--- src/fgl_pkg.sv ---
// shared types and constants for the font glyph lookup block
package fgl_pkg;

    localparam int CODE_W   = 21;
    localparam int GLYPH_W  = 16;
    localparam int GBYTES_W = 13;
    localparam int ADDR_W   = 32;
    localparam int PROD_W   = GLYPH_W + GBYTES_W;
    localparam int CFG_IDX_W = 3;

    localparam logic [CODE_W-1:0] FALLBACK_CODE = CODE_W'(24'h00FFFD);

    typedef enum logic [1:0] {
        OP_CLEAR  = 2'd0,
        OP_APPEND = 2'd1,
        OP_LOOKUP = 2'd2
    } op_t;

    typedef enum logic [CFG_IDX_W-1:0] {
        CFG_FONT_VALID    = 3'd0,
        CFG_TABLE_ENABLED = 3'd1,
        CFG_GLYPH_COUNT   = 3'd2,
        CFG_GLYPH_BYTES   = 3'd3,
        CFG_GLYPH_BASE    = 3'd4
    } cfg_idx_t;

    typedef struct packed {
        logic               table_enabled;
        logic [GLYPH_W-1:0] glyph_count;
    } scan_cfg_t;

    typedef struct packed {
        logic               done;
        logic [GLYPH_W-1:0] index;
    } scan_res_t;

endpackage

--- src/fgl_scan.sv ---
// scan sequencer, one table byte per cycle between entry checks, shared compare
module fgl_scan #(
    parameter int TABLE_BYTES = 16384
) (
    input  logic                                clk,
    input  logic                                rst_n,
    input  logic                                start,
    input  logic [fgl_pkg::CODE_W-1:0]          code,
    input  fgl_pkg::scan_cfg_t                  cfg,
    input  logic [$clog2(TABLE_BYTES+1)-1:0]    map_length,
    input  logic [7:0]                          rd_data,
    output logic [$clog2(TABLE_BYTES)-1:0]      rd_addr,
    output fgl_pkg::scan_res_t                  res
);

    import fgl_pkg::*;

    localparam int AW = $clog2(TABLE_BYTES);
    localparam int PW = $clog2(TABLE_BYTES + 4);

    typedef enum logic [5:0] {
        S_IDLE    = 6'b000001,
        S_START   = 6'b000010,
        S_CHECK   = 6'b000100,
        S_LEAD    = 6'b001000,
        S_CONT    = 6'b010000,
        S_RESOLVE = 6'b100000
    } scan_state_t;

    scan_state_t         state_reg, state_next;
    logic [CODE_W-1:0]   code_reg, code_next;
    logic [PW-1:0]       pos_reg, pos_next;
    logic [PW-1:0]       rp_reg, rp_next;
    logic [GLYPH_W-1:0]  glyph_reg, glyph_next;
    logic [GLYPH_W-1:0]  idx_reg, idx_next;
    logic [CODE_W-1:0]   val_reg, val_next;
    logic [1:0]          need_reg, need_next;

    logic [7:0]          cur_byte;
    logic [CODE_W-1:0]   cont_val;
    logic [CODE_W-1:0]   cmp_val;
    logic                cmp_match;
    logic [GLYPH_W-1:0]  direct_idx;
    logic                want_fallback;
    logic [PW-1:0]       len_ext;

    assign len_ext    = PW'(map_length);
    assign cur_byte   = (rp_reg < len_ext) ? rd_data : 8'h00;
    assign cont_val   = {val_reg[CODE_W-7:0], cur_byte[5:0]};
    assign cmp_val    = (state_reg == S_LEAD) ? CODE_W'(cur_byte) : cont_val;
    assign cmp_match  = (cmp_val == code_reg);
    assign direct_idx = (code_reg < CODE_W'(cfg.glyph_count)) ? code_reg[GLYPH_W-1:0] : '0;
    assign want_fallback = (idx_reg == '0) && (code_reg != '0) && (code_reg != FALLBACK_CODE);

    always_comb
    begin
        state_next = state_reg;
        code_next  = code_reg;
        pos_next   = pos_reg;
        rp_next    = rp_reg;
        glyph_next = glyph_reg;
        idx_next   = idx_reg;
        val_next   = val_reg;
        need_next  = need_reg;
        unique case (state_reg)
            S_IDLE:
            begin
                if (start)
                begin
                    code_next  = code;
                    state_next = S_START;
                end
            end
            S_START:
            begin
                pos_next   = '0;
                glyph_next = '0;
                if (cfg.table_enabled)
                begin
                    state_next = S_CHECK;
                end
                else
                begin
                    idx_next   = direct_idx;
                    state_next = S_RESOLVE;
                end
            end
            S_CHECK:
            begin
                if (pos_reg >= len_ext)
                begin
                    idx_next   = direct_idx;
                    state_next = S_RESOLVE;
                end
                else if (glyph_reg >= cfg.glyph_count)
                begin
                    idx_next   = '0;
                    state_next = S_RESOLVE;
                end
                else
                begin
                    rp_next    = pos_reg;
                    state_next = S_LEAD;
                end
            end
            S_LEAD:
            begin
                unique casez (cur_byte)
                    8'b0???????:
                    begin
                        if (cmp_match)
                        begin
                            idx_next   = glyph_reg;
                            state_next = S_RESOLVE;
                        end
                        else
                        begin
                            pos_next   = pos_reg + PW'(1);
                            state_next = S_CHECK;
                        end
                    end
                    8'b110?????:
                    begin
                        val_next   = CODE_W'(cur_byte[4:0]);
                        need_next  = 2'd1;
                        rp_next    = rp_reg + PW'(1);
                        state_next = S_CONT;
                    end
                    8'b1110????:
                    begin
                        val_next   = CODE_W'(cur_byte[3:0]);
                        need_next  = 2'd2;
                        rp_next    = rp_reg + PW'(1);
                        state_next = S_CONT;
                    end
                    8'b11110???:
                    begin
                        val_next   = CODE_W'(cur_byte[2:0]);
                        need_next  = 2'd3;
                        rp_next    = rp_reg + PW'(1);
                        state_next = S_CONT;
                    end
                    8'b11111111:
                    begin
                        pos_next   = pos_reg + PW'(1);
                        glyph_next = glyph_reg + GLYPH_W'(1);
                        state_next = S_CHECK;
                    end
                    default:
                    begin
                        pos_next   = pos_reg + PW'(1);
                        state_next = S_CHECK;
                    end
                endcase
            end
            S_CONT:
            begin
                if (need_reg == 2'd1)
                begin
                    if (cmp_match)
                    begin
                        idx_next   = glyph_reg;
                        state_next = S_RESOLVE;
                    end
                    else
                    begin
                        pos_next   = rp_reg + PW'(1);
                        state_next = S_CHECK;
                    end
                end
                else
                begin
                    val_next  = cont_val;
                    need_next = need_reg - 2'd1;
                    rp_next   = rp_reg + PW'(1);
                end
            end
            S_RESOLVE:
            begin
                if (want_fallback)
                begin
                    code_next  = FALLBACK_CODE;
                    state_next = S_START;
                end
                else
                begin
                    state_next = S_IDLE;
                end
            end
            default:
            begin
                state_next = S_IDLE;
            end
        endcase
    end

    always_ff @(posedge clk or negedge rst_n)
    begin
        if (!rst_n)
        begin
            state_reg <= S_IDLE;
            rp_reg    <= '0;
        end
        else
        begin
            state_reg <= state_next;
            rp_reg    <= rp_next;
        end
    end

    always_ff @(posedge clk)
    begin
        code_reg  <= code_next;
        pos_reg   <= pos_next;
        glyph_reg <= glyph_next;
        idx_reg   <= idx_next;
        val_reg   <= val_next;
        need_reg  <= need_next;
    end

    assign rd_addr   = rp_next[AW-1:0];
    assign res.done  = (state_reg == S_RESOLVE) && !want_fallback;
    assign res.index = idx_reg;

endmodule

--- config.mk ---
export PLATFORM = sky130hd
export DESIGN_NAME = fgl_scan
export DESIGN_NICKNAME = d
export VERILOG_FILES = /design/src/fgl_pkg.sv /design/src/fgl_scan.sv
export SDC_FILE = /design/constraint.sdc
export NUM_CORES = 1
export LEC_CHECK = 0
export ABC_AREA = 1
export BUFFER_PORTS_ARGS = -buffer_cell sky130_fd_sc_hd__buf_2
export CAP_MARGIN = 10
export CORE_MARGIN = 5
export CORE_UTILIZATION = 54
export CTS_CLUSTER_DIAMETER = 60
export DETAILED_ROUTE_END_ITERATION = 12
export MAX_ROUTING_LAYER = met4
export PLACE_DENSITY = 0.78
export SYNTH_ARGS = -nofsm -noshare
export SYNTH_HDL_FRONTEND = slang
export SYNTH_SLANG_ARGS = --single-unit
--- constraint.sdc ---
create_clock -name clk -period 3.3 [get_ports clk]
set_clock_uncertainty 0.1 [all_clocks]
set_input_delay 0.33 -clock clk [delete_from_list [all_inputs] [get_ports clk]]
set_output_delay 0.33 -clock clk [all_outputs]
set_load 0.01 [all_outputs]
==> impl_metrics.py <==
metrics = {
    "status": {
        "status": "finished, violations left",
        "violations": "setup timing",
    },
    "timing": {
        "grt_setup_unrepaired": "true",
        "post-route-period-util_pct": 102,
        "max_clock_freq_mhz": 298,
        "report.final.slew_viol_count": 0,
        "setup_viol": 8,
        "report.final.hold_viol_count": 0,
        "slew_headroom_pct": 55.2,
        "worst_pin_slew_ps": 671,
        "fin_crit_ps": 3360,
        "setup_slack_ps": -56.1,
    },
    "yosys": {
        "syn_inst": 928,
        "yosys.area_share.xor_xnor_pct": 1.51,
        "synth_top_cell_by_area": "edfxtp_1",
        "synth.avg_cell_area_um2": 8.15,
        "synth-compound-area-share_pct": 9.05,
        "synth_area_um2": 7560,
        "synth_nets": 1056,
        "yosys_warnings": 0,
        "synth_mux_area_share_pct": 0,
        "synthAdderAreaFrac_pct": 10.6,
        "yosysUniqueCellTypes": 50,
        "synth-simple-area-share_pct": 28.1,
        "synth_top_family_by_area": "simple AND/OR/NAND/NOR gates",
        "yosys-top-cells-area": "edfxtp_1, ha_1, nand2_1, inv_1, dfrtp_1",
        "yosysSeqAreaShare_pct": 40.7,
        "ys_seq_elements": 106,
        "yosysTopAreaCellShare_pct": 33.7,
    },
    "cells_and_area": {
        "layout.cells.non_filler": 1227,
        "area_growth_pct": 17.9,
        "final-seq-area_um2": 3080,
        "fill_cells": 1160,
        "nNetsFinal": 1171,
        "multi_input_area_um2": 3940,
        "drive_gt1_share_pct": 23.0,
        "fin_util_pct": 64.5,
        "largest_register_ffs": 21,
        "antenna_cells": 0,
    },
    "cts": {
        "clk_pin_slew_worst_paths_ps": 70,
        "numCtsBuffers": 9,
        "clock-sinks": 106,
        "cts_root_buf": "clkbuf_16",
        "cts_tree": "built",
        "cts_max_path_buffers": 2,
        "cts_max_level": 3,
        "clock_latency_ps": 370,
    },
    "global_routing": {
        "grt_pass1_vias": 6660,
        "grt_pass1_wl_um": 32000,
        "antenna_found_initial": 0,
        "grt_usage_pct": 25.6,
        "overflow": 0,
        "grt_max_degree": 38,
    },
    "power": {
        "p_leak_nw": 4.23,
        "p_per_area_nw_per_um2": 666,
        "vdd_drop_max_uv": 495,
    },
    "die": {
        "boundaryPins": 95,
        "core_area_um2": 13800,
        "num_rows": 43,
        "die_width_um": 128,
        "start_util_pct": 54.7,
        "die_y_um": 128,
        "die-area_um2": 16500,
    },
    "setup_path": {
        "ff2ff_setup_slack_ps": 120,
        "crit_required_ps": 2870,
        "crit_arrival_ps": 2930,
        "ff2ff_path_depth": 16,
        "path_class": "register to primary output",
        "regToRegEndpoint": "idx_reg[11]",
        "critPathMaxFanout": 6,
        "worstSetupEndpointType": "primary output",
        "cp-start-kind": "register",
        "r2r-start": "rp_reg[13]",
    },
    "worst_hold_path": {
        "min_from": "code[0]",
        "min_path_type": "input pin to register",
        "min_path_cells": 2,
        "hold_end": "code_reg[0]",
    },
    "placement": {
        "gp_congestion": 0.930,
        "post-place-cells": 1187,
        "hpwlAfterDp_um": 15200,
        "io_buffer_count": 94,
    },
    "drt": {
        "route.detailed.drc": 0,
        "wire_per_inst_um": 17.1,
        "num_vias": 7009,
        "routed_wl_um": 20900,
        "ant_nets": 0,
        "drt_iter0_markers": 573,
        "drt_pass1_iterations": 6,
        "via_per_inst": 5.71,
    },
    "run": {
        "cap_violations": 0,
    },
}
## worst max-delay path, cell delays in order (launching register included)
cell and delay [ps]:
dfrtp_1 440, ha_1 310, nand2_2 80, inv_1 40
nand2_1 80, nand3_2 100, nor2_4 220, nand3_2 140
nor2_4 180, o211ai_4 120, nand3_4 210, nand4_4 260
nand2_2 150, nand3_2 100, buf_6 140
## synthesized netlist by cell type (all sizes together)
cell	count
a31oi	1
o211ai	7
nand4	30
a22o	1
a21oi	45
nand3	70
nand3b	3
and3	1
nor2	82
a31o	1
o2111ai	1
a21o	1
a211oi	2
nor3b	3
nor3	17
o21a	1
a2111oi	1
o221ai	1
nand2	205
buf	22
or2	19
or3	1
o31ai	3
xor2	13
o22ai	8
o21ai	48
dfrtp	20
edfxtp	85
ha	64
nor4	14
inv	147
clkbuf	9
o32ai	1
dfstp	1
## cell type report
class | count | area share [%]
timing repair buffer | 133 | 9.36
clock buffer | 9 | 2.52
multi-input combinational | 646 | 44.2
inverter | 147 | 6.28
tap | 180 | 2.52
clock inverter | 6 | 0.575
sequential | 106 | 34.6
## metal layers
metal  wire, um  global-route usage [%]  vias up
met2      10300                    43.0      322
met1       8190                    30.8     3261
met3       1660                    3.69       71
li1           -                       -     3355
met4        755                    10.8        0
met5          0                       -        -
## cell families after synthesis
kind of cell               Yosys count
AOI/OAI and AO/OA                  122
xor gates and xnor gates            13
adders and majority gates           64
buffers and inverters              178
DFF                                106
and+or+nand+nor                    445
## stage by stage
step / total power, W / setup TNS (ps) / cell area [um2] / setup WS (ps) / hold WS, ps
floorplan: 0.00387 / 0 / 7570 / 265 / -65.6
global placement: 0.00449 / 0 / 8210 / 178 / 226
detailed placement: 0.00454 / 0 / 8210 / 116 / 230
CTS: 0.00560 / 0 / 8580 / 4.95 / 111
global route: 0.00633 / -2150 / 8920 / -176 / 126
finish: 0.00594 / -250 / 8920 / -56.1 / 120
## cells in the final DEF (no fill, tap or decap), types with 4 or more instances in the layout
cell,n
nand3_2,8
nor4_1,11
edfxtp_1,85
buf_2,89
nor2_1,70
nand2_2,14
nand3_4,4
clkbuf_16,9
or2_2,17
inv_1,138
a21oi_1,42
nand4_1,29
nor2_4,4
nand2_1,188
nor3_2,7
nor3_1,9
nand3_1,59
inv_2,7
xor2_1,13
nor2_2,8
buf_4,35
buf_6,5
dfrtp_1,17
o22ai_1,8
ha_1,61
o21ai_0,45
o211ai_1,6
## how the worst max path moves through the flow
stage,from,endpoint,slack (ps),depth (start not counted)
floorplan,rp_reg[14],idx_reg[0],260,15
CTS,pos_reg[2],rd_addr[2],5,12
detailed placement,map_length[6],rd_addr[1],120,17
global route,rp_reg[13],rd_addr[0],-180,14
finish,rp_reg[13],rd_addr[0],-60,14
global placement,map_length[14],idx_reg[14],180,18
## power by group
part           switching (W)  leakage (nW)  internal [W]
clock               0.000508         0.132      0.000517
sequential          0.000424          1.06       0.00193
combinational        0.00154          3.04       0.00103
## timing repair
| item | 4_1_cts | 5_1_grt |
|---|---|---|
| pin swaps | 1 | 18 |
| endpoints found under the setup margin | 14 | 30 |
| buffers inserted | 4 | 18 |
| gates resized for setup | 10 | 36 |
| hold buffers | 1 | 0 |
| gates cloned | 0 | 2 |
| hold endpoints to repair | 20 | 0 |
Note: power is estimated with default switching activity, not from simulation.
